<file path="src/hw/rtl/nmh_pkg.sv">
package nmh_pkg;

    // Field widths
    localparam int INDEX_BITS   = 16;
    localparam int CORDIC_STEPS = 24;
    localparam int N_STEPS      = (CORDIC_STEPS > 32) ? 32 : CORDIC_STEPS;
    localparam int STEP_W       = 5;
    localparam int SQRT_STEPS   = 32;

    localparam int REGION_W = 8;
    localparam int DATE_W   = 16;
    localparam int LAT_W    = 28;
    localparam int LON_W    = 29;
    localparam int BIDX_W   = 16;
    localparam int DIST_W   = 25;

    // Input tdata layout, lowest field first
    localparam int REGION_LSB = 0;
    localparam int DATE_LSB   = REGION_LSB + REGION_W;
    localparam int LAT_LSB    = DATE_LSB + DATE_W;
    localparam int LON_LSB    = LAT_LSB + LAT_W;
    localparam int IDX_LSB    = LON_LSB + LON_W;
    localparam int IN_BITS    = IDX_LSB + INDEX_BITS;
    localparam int IN_TDATA_W = ((IN_BITS + 7) / 8) * 8;

    localparam int OUT_TDATA_W = ((BIDX_W + DIST_W + 7) / 8) * 8;

    // Configuration registers
    localparam int CFG_IDX_W  = 2;
    localparam int CFG_DATA_W = 29;
    localparam logic [CFG_IDX_W-1:0] REG_QUERY_LAT    = 2'd0;
    localparam logic [CFG_IDX_W-1:0] REG_QUERY_LON    = 2'd1;
    localparam logic [CFG_IDX_W-1:0] REG_QUERY_DATE   = 2'd2;
    localparam logic [CFG_IDX_W-1:0] REG_QUERY_REGION = 2'd3;

    // Angle arithmetic (half-microdegrees, Q30 radians)
    localparam logic signed [31:0] HALF_H    = 32'sd360000000;
    localparam logic signed [31:0] FULL_H    = 32'sd720000000;
    localparam logic signed [31:0] QUARTER_H = 32'sd180000000;
    localparam logic [63:0] H_TO_RAD = 64'd40244552548;
    localparam int KSPLIT = 18;
    localparam logic signed [33:0] K_LO = 34'(H_TO_RAD % (64'd1 << KSPLIT));
    localparam logic signed [33:0] K_HI = 34'(H_TO_RAD >> KSPLIT);
    localparam logic signed [33:0] CORDIC_X0 = 34'sd652032874;
    localparam logic signed [33:0] ONE_Q30   = 34'sd1073741824;
    localparam logic signed [33:0] DIAM_M    = 34'sd12756200;
    localparam logic [DIST_W-1:0] DIST_MAX   = 25'd20037392;

    typedef logic signed [33:0] t_ang;

    // Datapath operations
    localparam logic [4:0] OP_NONE  = 5'd0;
    localparam logic [4:0] OP_LOAD  = 5'd1;
    localparam logic [4:0] OP_RED   = 5'd2;
    localparam logic [4:0] OP_MLO   = 5'd3;
    localparam logic [4:0] OP_MHI   = 5'd4;
    localparam logic [4:0] OP_ZSET  = 5'd5;
    localparam logic [4:0] OP_ROT   = 5'd6;
    localparam logic [4:0] OP_SAVE  = 5'd7;
    localparam logic [4:0] OP_SQ1   = 5'd8;
    localparam logic [4:0] OP_SQ2   = 5'd9;
    localparam logic [4:0] OP_CC    = 5'd10;
    localparam logic [4:0] OP_CCSQ  = 5'd11;
    localparam logic [4:0] OP_AINIT = 5'd12;
    localparam logic [4:0] OP_SQRT  = 5'd13;
    localparam logic [4:0] OP_VINIT = 5'd14;
    localparam logic [4:0] OP_VEC   = 5'd15;
    localparam logic [4:0] OP_DMUL  = 5'd16;
    localparam logic [4:0] OP_DIST  = 5'd17;
    localparam logic [4:0] OP_EMIT  = 5'd18;

    typedef struct packed {
        logic [4:0]        op;
        logic [1:0]        angle;
        logic [STEP_W-1:0] step;
    } t_cmd;

    typedef struct packed {
        logic match;
        logic last;
        logic out_full;
    } t_status;

    function automatic t_ang atan_q30(input logic [4:0] i);
        case (i)
            5'd0:  atan_q30 = 34'sd843314856;
            5'd1:  atan_q30 = 34'sd497837829;
            5'd2:  atan_q30 = 34'sd263043836;
            5'd3:  atan_q30 = 34'sd133525158;
            5'd4:  atan_q30 = 34'sd67021686;
            5'd5:  atan_q30 = 34'sd33543515;
            5'd6:  atan_q30 = 34'sd16775850;
            5'd7:  atan_q30 = 34'sd8388437;
            5'd8:  atan_q30 = 34'sd4194282;
            5'd9:  atan_q30 = 34'sd2097149;
            5'd10: atan_q30 = 34'sd1048575;
            5'd11: atan_q30 = 34'sd524287;
            5'd12: atan_q30 = 34'sd262143;
            5'd13: atan_q30 = 34'sd131071;
            5'd14: atan_q30 = 34'sd65535;
            5'd15: atan_q30 = 34'sd32767;
            5'd16: atan_q30 = 34'sd16383;
            5'd17: atan_q30 = 34'sd8191;
            5'd18: atan_q30 = 34'sd4095;
            5'd19: atan_q30 = 34'sd2047;
            5'd20: atan_q30 = 34'sd1023;
            5'd21: atan_q30 = 34'sd511;
            5'd22: atan_q30 = 34'sd255;
            5'd23: atan_q30 = 34'sd127;
            5'd24: atan_q30 = 34'sd63;
            5'd25: atan_q30 = 34'sd31;
            5'd26: atan_q30 = 34'sd15;
            5'd27: atan_q30 = 34'sd8;
            5'd28: atan_q30 = 34'sd4;
            5'd29: atan_q30 = 34'sd2;
            5'd30: atan_q30 = 34'sd1;
            default: atan_q30 = 34'sd0;
        endcase
    endfunction

endpackage

</file>
<file path="src/hw/rtl/nmh_ctrl.sv">
module nmh_ctrl (
    input  logic             i_clk,
    input  logic             i_rst_n,
    input  logic             i_s_axis_tvalid,
    output logic             o_s_axis_tready,
    input  nmh_pkg::t_status i_status,
    output nmh_pkg::t_cmd    o_cmd
);
    import nmh_pkg::*;

    localparam logic [4:0] S_IDLE  = 5'd0;
    localparam logic [4:0] S_CHECK = 5'd1;
    localparam logic [4:0] S_RED   = 5'd2;
    localparam logic [4:0] S_MLO   = 5'd3;
    localparam logic [4:0] S_MHI   = 5'd4;
    localparam logic [4:0] S_ZSET  = 5'd5;
    localparam logic [4:0] S_ROT   = 5'd6;
    localparam logic [4:0] S_SAVE  = 5'd7;
    localparam logic [4:0] S_SQ1   = 5'd8;
    localparam logic [4:0] S_SQ2   = 5'd9;
    localparam logic [4:0] S_CC    = 5'd10;
    localparam logic [4:0] S_CCSQ  = 5'd11;
    localparam logic [4:0] S_AINIT = 5'd12;
    localparam logic [4:0] S_SQRT  = 5'd13;
    localparam logic [4:0] S_VINIT = 5'd14;
    localparam logic [4:0] S_VEC   = 5'd15;
    localparam logic [4:0] S_DMUL  = 5'd16;
    localparam logic [4:0] S_DIST  = 5'd17;
    localparam logic [4:0] S_FIN   = 5'd18;

    logic [4:0]        r_state, n_state;
    logic [STEP_W-1:0] r_step, n_step;
    logic [1:0]        r_angle, n_angle;
    logic              cordic_end, sqrt_end;

    assign cordic_end = (r_step == STEP_W'(N_STEPS - 1));
    assign sqrt_end   = (r_step == STEP_W'(SQRT_STEPS - 1));

    assign o_s_axis_tready = (r_state == S_IDLE);

    always_comb begin
        n_state     = r_state;
        n_step      = r_step;
        n_angle     = r_angle;
        o_cmd.op    = OP_NONE;
        o_cmd.angle = r_angle;
        o_cmd.step  = r_step;
        case (r_state)
            S_IDLE: begin
                if (i_s_axis_tvalid) begin
                    o_cmd.op = OP_LOAD;
                    n_state  = S_CHECK;
                end
            end
            S_CHECK: begin
                n_angle = 2'd0;
                n_state = i_status.match ? S_RED : S_FIN;
            end
            S_RED: begin
                o_cmd.op = OP_RED;
                n_state  = S_MLO;
            end
            S_MLO: begin
                o_cmd.op = OP_MLO;
                n_state  = S_MHI;
            end
            S_MHI: begin
                o_cmd.op = OP_MHI;
                n_state  = S_ZSET;
            end
            S_ZSET: begin
                o_cmd.op = OP_ZSET;
                n_state  = S_ROT;
            end
            S_ROT: begin
                o_cmd.op = OP_ROT;
                if (cordic_end) begin
                    n_step  = '0;
                    n_state = S_SAVE;
                end else begin
                    n_step = r_step + 1'b1;
                end
            end
            S_SAVE: begin
                o_cmd.op = OP_SAVE;
                if (r_angle == 2'd3) begin
                    n_state = S_SQ1;
                end else begin
                    n_angle = r_angle + 1'b1;
                    n_state = S_RED;
                end
            end
            S_SQ1: begin
                o_cmd.op = OP_SQ1;
                n_state  = S_SQ2;
            end
            S_SQ2: begin
                o_cmd.op = OP_SQ2;
                n_state  = S_CC;
            end
            S_CC: begin
                o_cmd.op = OP_CC;
                n_state  = S_CCSQ;
            end
            S_CCSQ: begin
                o_cmd.op = OP_CCSQ;
                n_state  = S_AINIT;
            end
            S_AINIT: begin
                o_cmd.op = OP_AINIT;
                n_state  = S_SQRT;
            end
            S_SQRT: begin
                o_cmd.op = OP_SQRT;
                if (sqrt_end) begin
                    n_step  = '0;
                    n_state = S_VINIT;
                end else begin
                    n_step = r_step + 1'b1;
                end
            end
            S_VINIT: begin
                o_cmd.op = OP_VINIT;
                n_state  = S_VEC;
            end
            S_VEC: begin
                o_cmd.op = OP_VEC;
                if (cordic_end) begin
                    n_step  = '0;
                    n_state = S_DMUL;
                end else begin
                    n_step = r_step + 1'b1;
                end
            end
            S_DMUL: begin
                o_cmd.op = OP_DMUL;
                n_state  = S_DIST;
            end
            S_DIST: begin
                o_cmd.op = OP_DIST;
                n_state  = S_FIN;
            end
            S_FIN: begin
                if (!i_status.last) begin
                    n_state = S_IDLE;
                end else if (!i_status.out_full) begin
                    o_cmd.op = OP_EMIT;
                    n_state  = S_IDLE;
                end
            end
            default: begin
                n_state = S_IDLE;
            end
        endcase
    end

    always_ff @(posedge i_clk) begin
        if (!i_rst_n) begin
            r_state <= S_IDLE;
            r_step  <= '0;
            r_angle <= 2'd0;
        end else begin
            r_state <= n_state;
            r_step  <= n_step;
            r_angle <= n_angle;
        end
    end

endmodule

</file>
<file path="config.mk">
export PLATFORM = sky130hd
export DESIGN_NAME = nmh_ctrl
export DESIGN_NICKNAME = d
export VERILOG_FILES = /design/src/hw/rtl/nmh_pkg.sv /design/src/hw/rtl/nmh_ctrl.sv
export SDC_FILE = /design/constraint.sdc
export NUM_CORES = 1
export LEC_CHECK = 0
export ABC_AREA = 1
export BUFFER_PORTS_ARGS = -buffer_cell sky130_fd_sc_hd__buf_2
export CAP_MARGIN = 20
export CORE_MARGIN = 2
export CORE_UTILIZATION = 40
export DETAILED_ROUTE_END_ITERATION = 8
export PLACE_DENSITY = 0.7
export SKIP_LAST_GASP = 1
export SYNTH_ARGS = -nofsm -noshare
export SYNTH_HDL_FRONTEND = slang
export SYNTH_SLANG_ARGS = --single-unit
</file>
<file path="constraint.sdc">
create_clock -name i_clk -period 1.6 [get_ports i_clk]
set_input_delay 0.08 -clock i_clk [delete_from_list [all_inputs] [get_ports i_clk]]
set_output_delay 0.08 -clock i_clk [all_outputs]
set_load 0.03 [all_outputs]
</file>
# ---- Word level (Yosys, flattened, before mapping)
# Cells that the tools add are included.
dict set report totals {
  word_cells 56
  reg_bits 12
  inputBits 6
}
dict set report classes {
  mux 18
  eq_ne 27
  addsub 2
  n_reduce_logical 6
}
# op n
set op_table {}
lappend op_table {{$pmux 5 s19} 1}
lappend op_table {{$pmux 5 s18} 1}
lappend op_table {{$mux 5} 11}
lappend op_table {{$eq 5x4->1 const B} 8}
lappend op_table {{$eq 5x5->1 const B} 5}
lappend op_table {{$eq 5x3->1 const B} 4}
lappend op_table {{$eq 5x2->1 const B} 2}
lappend op_table {{$ne 2x2->1 const B} 5}
lappend op_table {{$pmux 5 s2} 1}
lappend op_table {{$add 5x1->5 const B} 1}
lappend op_table {{$eq 5x1->1 const B} 1}
lappend op_table {{$logic_not 5->1} 1}
lappend op_table {{$reduce_and 5->1} 1}
lappend op_table {{$mux 4} 1}
lappend op_table {{$pmux 2 s2} 1}
lappend op_table {{$reduce_bool 2->1} 2}
lappend op_table {{$ne 3x3->1 const B} 1}
lappend op_table {{$add 2x1->2 const B} 1}
lappend op_table {{$eq 2x2->1 const B} 1}
lappend op_table {{$mux 2} 1}
lappend op_table {{$reduce_and 2->1} 1}
lappend op_table {{$reduce_or 2->1} 1}
lappend op_table {{$mux 1} 1}

# ---- Depth between registers and ports, before layout
# Gate-level depths: netlist of the first run.
dict set report logic_depth {
  word_depth 3
  mapped_depth 11
  mapped_depth_nobuf 11
}

# ---- Worst setup path before layout of the first run
# OpenSTA, ideal clock, no wires.
dict set report synth_path {
  kind {register to register}
  from {register r_step[0]}
  to {register r_state[0]}
  required_time_ps 1530
  stages_incl_launch_ff 11
  slack_ps -49
  period_less_slack_ps 1649
  setup_ps 70
  t_arrival_ps 1579
  cell_sequence {dfxtp_1 -> ha_1 -> nand2_1 -> nor2_1 -> ha_1 -> inv_1 -> nand3_1 -> nand3_1 -> nor2_2 -> nand2_1 -> a21oi_1}
}
dict set report synth_via {
  elab_chain_cells 3
  word_cells_on_any_way 6
  classes_between {eq/ne (5); reduce/logical (1)}
}
# element line_no
set synth_rtl {}
lappend synth_rtl {{from (decl)} nmh_ctrl.sv:32} ;# logic [STEP_W-1:0] r_step, n_step;
lappend synth_rtl {{from (signal assigned)} nmh_ctrl.sv:164} ;# r_step <= n_step;
lappend synth_rtl {{$eq 5x5->1 (on tied branches)} {nmh_ctrl.sv:37, nmh_ctrl.sv:36}}
lappend synth_rtl {{$ne 2x2->1 (no source line)} --}
lappend synth_rtl {{$reduce_and 5->1 (no source line) *} --}
lappend synth_rtl {{to (signal assigned)} nmh_ctrl.sv:163} ;# r_state <= n_state;
lappend synth_rtl {{to (decl)} nmh_ctrl.sv:31} ;# logic [4:0] r_state, n_state;
# Mark *: on every way between the ends. The rest lies on a longest branch, timed or not.
# A chain may end at the register's enable or synchronous reset.

==> qor.txt, run 1 <==
Cell Chain, Critical Path: buf_4, nand3_1, nor2_2, nand3b_1, o21ai_0, buf_4
First-pass GRT wire length: 4.146 mm
CP peak stage delay: 0.38 ns
Hold WS: 0.06511 ns
Area after DPL: 1142 um^2
Vias in the first global route: 1055
Top Ports: 19
Internal: 0.8447 mW
Unrepaired setup endpoints after global routing: yes
Post-synth ARST share: 0
Switching power: 0.8659 mW
# fillers: 261
DPL Wire Length: 2.021 mm
Nature of the critical path endpoint: output pin
CTS clk-pin slew, worst paths: 0.08 ns
Syn Inst Count: 168
Minimum clock period: 1.536 ns
Final Cell Area: 1305 um^2
Distinct cells, synth: 25
Dpl ws: 0.04085 ns
Synth top area share: 0.2356
Area Growth Syn to Fin: 27.98%
Syn Nets: 177
Post-synth EDFFs: 0
Clk_lat worst skew: 0.27 ns
Area occupied by multi-input gates: 748.2 um^2
Total GRT Usage: 0.1909
Register Area: 259.0 um^2
Max clock buf depth: 2
WL per Instance: 11.45 um
Period utilization: 0.9603
1st-pass router iterations: 4
# diodes: 0
NumNets Final: 204
CTS tree: built
Most frequent cell after synthesis: nand2_1
Maximum vdd drop: 0.7553 mV
GRT overflow: 0
Total Wirelength: 2.564 mm
Register area share after synthesis: 0.2356
CP max-delay cell: dfxtp_4
Final WS setup: 0.06351 ns
Worst-Margin Slew: 0.2792 ns
Clk sink count: 12
Yosys warns: 0
Final Skew: 0.003781 ns
Synth area leaders: dfxtp_1 (24%), nand2_1 (19%), nor2_1 (9.6%)
Core Area: 2455 um^2
Starting Density: 0.4154
Startpoint type of the worst setup path: flip-flop
Final GP Congestion: 0.9211
Die Y: 54.49 um
Run status: finished, final reports clean
Ys flop type: dfxtp_1
Fin. max-slew vios: 0
Peak Freq: 650.8 MHz
Most used cell, CP: buf_4
Crit Path Max Fanout: 5
Slew HR: 0.8137
Die Area: 2969 um^2
Sw Share: 0.5062
Die Wd: 54.49 um
Most frequent cells after synthesis: nand2_1 (51), nor2_1 (26), inv_1 (16)
Largest net degree at the start of global routing: 10
Max cap viols: 0
CP arrival: 1.46 ns
CTS H-tree depth: 1
Sequential share of power: 0.271
Final ANT Viol Nets: 0
Initial antenna violation count: 0
Synthesized area: 1020 um^2
CTS root buf: clkbuf_4
DR iter-0 viols: 21
IO buf count: 18
Area leader, netlist: dfxtp_1
#FFs+latches synth: 12
Routed vias/inst: 5.116
Syn avg cell area: 6.070 um^2
Number of core rows: 18
DR DRC count: 0
Gate power share: 0.589
Hold Buf Count CTS: 0
Critical path data required time: 1.52 ns
Final hold viol count: 0
Vias: 1146
Layout cells sized above 1: 0.3402
Overall Power: 1.711 mW
CTS Buf Count: 3
Leak: 0.7128 nW
Min-Delay Path Class: input port to flip-flop
Kind of critical path: flip-flop to output pin
Setup violators final: 0
PD cells: 1311 nW/um^2
Clock network power share: 0.140
## layer usage
| layer | GRT usage | up-vias | part of all wire |
|---|---|---|---|
| met3 | 0.02186 | 6 | 0.036 |
| li1 | - | 586 | - |
| met1 | 0.2106 | 530 | 0.44 |
| met4 | 0.09583 | 0 | 0.022 |
| met2 | 0.3554 | 24 | 0.51 |
| met5 | 0 | - | 0 |
## path summary, 6_finish.rpt
check / slack (ns) / cells past startpoint / start / to
hold / removal: 0.07 / 3 / i_rst_n / r_step[2]
hold reg to reg: 0.49 / 2 / r_angle[1] / r_angle[1]
setup / recovery: 0.06 / 6 / r_state[1] / o_cmd[8]
setup reg to reg: 0.12 / 10 / r_step[0] / r_state[4]
## cell families after synthesis
logic type	synth area share
and+or+nand+nor	0.5264
buffers and inverters	0.1018
AOI/OAI and AO/OA	0.09080
DFF	0.2356
adders and majority gates	0.03681
xor gates and xnor gates	0.008591
## layout make-up
cell class                 count  share of cell area
inverter                      21             0.06424
clock buffer                   4             0.02780
timing repair buffer          24              0.1074
tap                           30             0.02876
multi-input combinational    133              0.5733
sequential                    12              0.1985
## worst max-delay path, delay by kind of cell, from the launching register on
kind	cells	cell delay (ns)
DFF	1	0.38
AOI/OAI and AO/OA	1	0.13
and+or+nand+nor	3	0.32
buffers and inverters	2	0.35
## placed cells by master, fill, tap and decap left out
cell type,netlist,final
nand2_1,51,49
nor2_1,26,21
buf_2,0,16
inv_1,16,15
nand3_1,13,11
a21oi_1,12,11
buf_4,0,8
nor2_2,2,5
dfxtp_1,12,5
inv_2,4,4
nand4_1,4,4
nand2_4,3,4
nand3_2,2,4
dfxtp_4,0,4
nand2_2,2,3
o21ai_1,3,3
clkbuf_4,0,3
dfxtp_2,0,3
o21ai_0,2,2
inv_4,1,2
nor2_4,0,2
nor3_1,3,2
nor3_4,0,1
nand3b_1,1,1
nor2_8,1,1
nor3_2,1,1
o21bai_1,1,1
nand2_8,1,1
a21oi_2,0,1
and3_1,1,1
xnor2_1,1,1
ha_4,0,1
ha_1,3,1
ha_2,0,1
clkbuf_8,0,1
## state kept, by name, summed over array words and instances (netlist names)
| register | cells |
|---|---|
| r_state | 5 |
| r_step | 5 |
| r_angle | 2 |
## timing repair
item / in CTS / in global routing
setup buffers: 0 / 4
setup endpoints to repair: 3 / 9
endpoints found under the hold margin: 0 / 0
resized for setup: 7 / 25
pin swaps: 0 / 9
## stage by stage
step | util | instances | TNS [ns]
floorplan | - | 168 | 0
global placement | 0.4653 | 216 | 0
detailed placement | 0.4653 | 216 | 0
CTS | 0.4867 | 220 | 0
global route | 0.5316 | 224 | -0.03284
finish | 0.5316 | 224 | 0
## power groups by stage
stage                     clock [mW]  combinational, mW  sequential (mW)
final                          0.240               1.01            0.464
after detailed placement           0              0.901            0.435
after CTS                      0.245              0.917            0.440
after floorplan                    0              0.715            0.424
after global placement             0              0.901            0.434
after global routing           0.256               1.10            0.474
No activity file was read; power rests on OpenSTA's default activity.
==> run 2: changes to the inputs <==
--- a/config.mk
+++ b/config.mk
@@ -8,7 +8,7 @@
 export ABC_AREA = 1
 export BUFFER_PORTS_ARGS = -buffer_cell sky130_fd_sc_hd__buf_2
 export CAP_MARGIN = 20
-export CORE_MARGIN = 2
+export CORE_MARGIN = 1.5
 export CORE_UTILIZATION = 40
 export DETAILED_ROUTE_END_ITERATION = 8
 export PLACE_DENSITY = 0.7
==> run 2 against run 1 <==
Largest cell class unchanged. First-iteration DRC count increased by 52%. Utilization up 0.15 points. Critical path type unchanged. Sequential share of layout area rose by 0.13 points.
==> qor.txt, run 2 (synthesized netlist as in run 1, its figures left out) <==
Leak: 0.7071 nW
Fin. max-slew vios: 0
Final ANT Viol Nets: 0
GRT overflow: 0
Run status: finished, final reports clean
Sequential share of power: 0.275
Min-Delay Path Class: input port to flip-flop
Max clock buf depth: 2
Peak Freq: 635.4 MHz
Clk_lat worst skew: 0.27 ns
CTS root buf: clkbuf_4
Switching power: 0.9088 mW
Starting Density: 0.4154
Area Growth Syn to Fin: 28.34%
CP max-delay cell: dfxtp_4
Nature of the critical path endpoint: output pin
DPL Wire Length: 2.054 mm
CP peak stage delay: 0.41 ns
Dpl ws: 0.02109 ns
Vias: 1167
Internal: 0.8178 mW
IO buf count: 18
Layout cells sized above 1: 0.3523
Crit-path leading delay family: flip-flops
CTS Buf Count: 3
Kind of critical path: flip-flop to output pin
Total GRT Usage: 0.2053
Clock network power share: 0.106
Die Y: 53.49 um
Sw Share: 0.5263
DR iter-0 viols: 32
DR DRC count: 0
Core Area: 2455 um^2
Cell Chain, Critical Path: buf_6, nand3_1, nor2_2, nand3b_1, o21ai_1, buf_4
Clk sink count: 12
Biggest regs: r_state: 5 flops, r_step: 5 flops, r_angle: 2 flops
Critical path data required time: 1.52 ns
Final Cell Area: 1309 um^2
Setup violators final: 0
Maximum vdd drop: 0.7288 mV
Final Non-Filler Cells: 223
Crit Path Max Fanout: 6
Period utilization: 0.9836
First-pass GRT wire length: 4.264 mm
Routed vias/inst: 5.233
Worst-Margin Slew: 0.2820 ns
Initial antenna violation count: 0
PD cells: 1319 nW/um^2
Final WS setup: 0.02622 ns
Area after DPL: 1135 um^2
Gate power share: 0.619
# diodes: 0
Final hold viol count: 0
CTS clk-pin slew, worst paths: 0.07 ns
1st-pass router iterations: 4
Commonest cells after routing, fill and taps aside: nand2_1 (48), nor2_1 (20), buf_2 (16)
Worst path bufs/invs: 2
WL per Instance: 12.49 um
Dpl cells: 215
Total Wirelength: 2.786 mm
Hold Buf Count CTS: 0
Final TNS setup: 0 ns
Minimum clock period: 1.574 ns
NumNets Final: 204
Die Area: 2861 um^2
Commonest non-fill, non-tap cell in the layout: nand2_1
Largest net degree at the start of global routing: 10
Die Wd: 53.49 um
Vias in the first global route: 1027
Number of core rows: 18
CTS tree: built
CTS H-tree depth: 1
Top Ports: 19
Slew HR: 0.8118
Final GP Congestion: 0.9768
Final Skew: 0.001426 ns
Startpoint type of the worst setup path: flip-flop
CP arrival: 1.49 ns
Max cap viols: 0
Unrepaired setup endpoints after global routing: yes
run 2: changes by cell type in the layout (fill, tap and decap cells not counted), sizes merged:
cell    previous run  this run
clkbuf             4         3
run 2: through the flow:
| stage | utilization | power [mW] | hold slack, ns |
|---|---|---|---|
| after floorplan | - | 1.139 | 0.2005 |
| after global placement | 0.4623 | 1.317 | 0.3538 |
| after detailed placement | 0.4623 | 1.334 | 0.3617 |
| after CTS | 0.4791 | 1.548 | 0.07183 |
| after global routing | 0.5331 | 1.849 | 0.07790 |
| final | 0.5331 | 1.727 | 0.07239 |
run 2: worst min-delay path: stages:
cell	delay, ns
buf_2	0.12
nand2_1	0.07
nor2_1	0.03
run 2: final cells by class:
cell class / instances / area (um^2)
Fill cell: 240 / 1146
Timing Repair Buffer: 24 / 147.6
Sequential cell: 12 / 261.5
Clock buffer: 3 / 22.52
Tap cell: 30 / 37.54
Multi-Input combinational cell: 133 / 755.7
Inverter: 21 / 83.83
run 2: layer usage:
layer  GRT usage  routed length [um]
met4      0.1154                  55
met1      0.2363                1132
met2      0.3539                1444
met3     0.03390                 153
met5           0                   0
run 2: power by group through the flow:
stage	Combinational (mW)	Sequential, mW	Clock (mW)
CTS	0.907	0.452	0.189
floorplan	0.715	0.424	0
detailed placement	0.890	0.444	0
finish	1.07	0.475	0.183
global placement	0.877	0.440	0
global route	1.17	0.481	0.201
run 2: final timing paths:
check,cells after the start,slack (ns),from,endpoint
hold / removal,3,0.07,i_rst_n,r_step[2]
setup reg to reg,10,0.12,r_step[0],r_state[2]
setup / recovery,6,0.03,r_state[1],o_cmd[8]
hold reg to reg,2,0.51,r_angle[1],r_angle[1]
run 2: timing repair:
| item | CTS | global route |
|---|---|---|
| setup endpoints to repair | 3 | 9 |
| pin swaps | 0 | 11 |
| gates resized for setup | 8 | 31 |
| buffers inserted | 0 | 5 |
==> run 3: changes to the inputs <==
--- a/config.mk
+++ b/config.mk
@@ -12,6 +12,7 @@
 export CORE_UTILIZATION = 40
 export DETAILED_ROUTE_END_ITERATION = 8
 export PLACE_DENSITY = 0.7
+export SETUP_SLACK_MARGIN = 0.15
 export SKIP_LAST_GASP = 1
 export SYNTH_ARGS = -nofsm -noshare
 export SYNTH_HDL_FRONTEND = slang
==> run 3 against run 2 <==
Cell count increased by 3.1%. Total power increased by 11%. Clock power decreased by 4%. Critical endpoint is now r_state[4]. Largest cell class unchanged. Largest power group unchanged. Highest routed layer unchanged.
==> qor.txt, run 3 (synthesized netlist as in run 1, its figures left out) <==
Run status: finished, final reports clean
DR DRC count: 0
Top Ports: 19
Max clock buf depth: 2
GRT overflow: 0
IO buf count: 18
Area Growth Syn to Fin: 41.35%
FF-to-FF Start: r_step[0]
Routed vias/inst: 5.283
Slew HR: 0.7797
Core Area: 2455 um^2
Worst Reg-to-Reg Cells: 10
1st-pass router iterations: 4
Vias in the first global route: 1065
Layout cells sized above 1: 0.4500
Max cap viols: 0
Crit-path leading delay family: simple AND/OR/NAND/NOR gates
CTS clk-pin slew, worst paths: 0.07 ns
CP max-delay cell: dfxtp_4
Clk sink count: 12
WL per Instance: 13.65 um
CP arrival: 1.72 ns
Max Used Layer: met4
Die Y: 53.49 um
Total GRT Usage: 0.2194
Peak Freq: 654.7 MHz
DR iter-0 viols: 49
Hold Buf Count CTS: 0
Initial antenna violation count: 0
Most used cell, CP: nand3_2
Worst-Margin Slew: 0.3301 ns
# diodes: 0
Largest net degree at the start of global routing: 10
Nature of the critical path endpoint: flip-flop
Unrepaired setup endpoints after global routing: yes
First-pass GRT wire length: 4.616 mm
Total Wirelength: 3.140 mm
Commonest cells after routing, fill and taps aside: nand2_1 (44), nor2_1 (18), buf_2 (15)
Commonest non-fill, non-tap cell in the layout: nand2_1
Levels on crit path: 10
Leak: 0.7304 nW
Fin. max-slew vios: 0
Worst path bufs/invs: 1
Maximum vdd drop: 1.080 mV
Clk_lat worst skew: 0.27 ns
Min-Delay Path Class: input port to flip-flop
DPL Wire Length: 2.062 mm
Die Area: 2861 um^2
R2R Path End: r_state[4]
Setup violators final: 0
Crit path launch: r_step[0]
Startpoint type of the worst setup path: flip-flop
CTS tree: built
Met3 wire length: 172 um
Die Wd: 53.49 um
Final Util: 0.5872
NumNets Final: 211
Biggest regs: r_state: 5 flops, r_step: 5 flops, r_angle: 2 flops
Period utilization: 0.9546
CTS root buf: clkbuf_4
Critical path data required time: 1.79 ns
Final ANT Viol Nets: 0
CTS Buf Count: 3
CP peak stage delay: 0.38 ns
Final GP Congestion: 0.8984
Cell Chain, Critical Path: ha_4, nand2_2, nor2_2, ha_2, inv_2, nand3_2, nand3_2, nor2_4, nand2_1, a21oi_2
Vias: 1215
Final hold viol count: 0
Minimum clock period: 1.527 ns
Final TNS setup: 0 ns
Routed met2 length: 1.626 mm
Final Non-Filler Cells: 230
Final Skew: 0.01005 ns
Reg2reg setup slack: 0.07 ns
Kind of critical path: flip-flop to flip-flop
Number of core rows: 18
Dpl cells: 215
CTS H-tree depth: 1
Wire length on met1: 1.237 mm
Starting Density: 0.4154
Crit Path Max Fanout: 5
PD cells: 1330 nW/um^2
Crit path to: r_state[4]
[run 3: metrics by stage]
stage	power (mW)	cell area (um^2)	hold WS (ns)	setup WS (ns)
after floorplan	1.144	1057	0.1931	0.1511
after global placement	1.325	1170	0.3468	0.06575
after detailed placement	1.335	1170	0.3519	0.05611
after CTS	1.743	1348	0.06749	0.1279
after global routing	2.039	1441	0.07808	-0.02211
final	1.918	1441	0.07267	0.07262
[run 3: what timing repair did]
| action | CTS | global route |
|---|---|---|
| setup buffers | 7 | 5 |
| endpoints found under the setup margin | 12 | 15 |
| endpoints found under the hold margin | 0 | 0 |
| gates resized for setup | 35 | 18 |
| pin swaps | 13 | 8 |
[run 3: worst register-to-register path: cells and delay by family (launching register included)]
kind / cells / cell delay (ns)
adder cells (fa/ha/maj): 2 / 0.31
AND/OR/NAND/NOR: 6 / 0.60
AO/OA/AOI/OAI: 1 / 0.12
flip-flops: 1 / 0.38
buffers and inverters: 1 / 0.05
[run 3: area by class of cell]
class                           instances  area [um^2]
Multi-Input combinational cell        133        803.3
Tap cell                               30        37.54
Fill cell                             236         1013
Clock buffer                            3        22.52
Timing Repair Buffer                   31        214.0
Inverter                               21        95.09
Sequential cell                        12        269.0
[run 3: power breakdown]
group	switching [mW]	internal, mW	total (mW)
clock	0.0885	0.0868	0.175
sequential	0.142	0.365	0.507
combinational	0.782	0.453	1.24
total	1.01	0.905	1.92
[run 3: how the worst min path moves through the flow]
stage | start | end | cells after the start
after detailed placement | i_rst_n | r_step[2] | 3
after global placement | i_rst_n | r_step[2] | 3
after floorplan | i_rst_n | r_step[2] | 2
after global routing | i_rst_n | r_step[2] | 3
after CTS | i_rst_n | r_step[2] | 3
final | i_rst_n | r_step[2] | 3
[run 3: routing by layer]
metal,global-route usage,up-vias
met3,0.03390,11
met2,0.3889,44
li1,-,606
met4,0.1197,0
met5,0,-
met1,0.2462,554
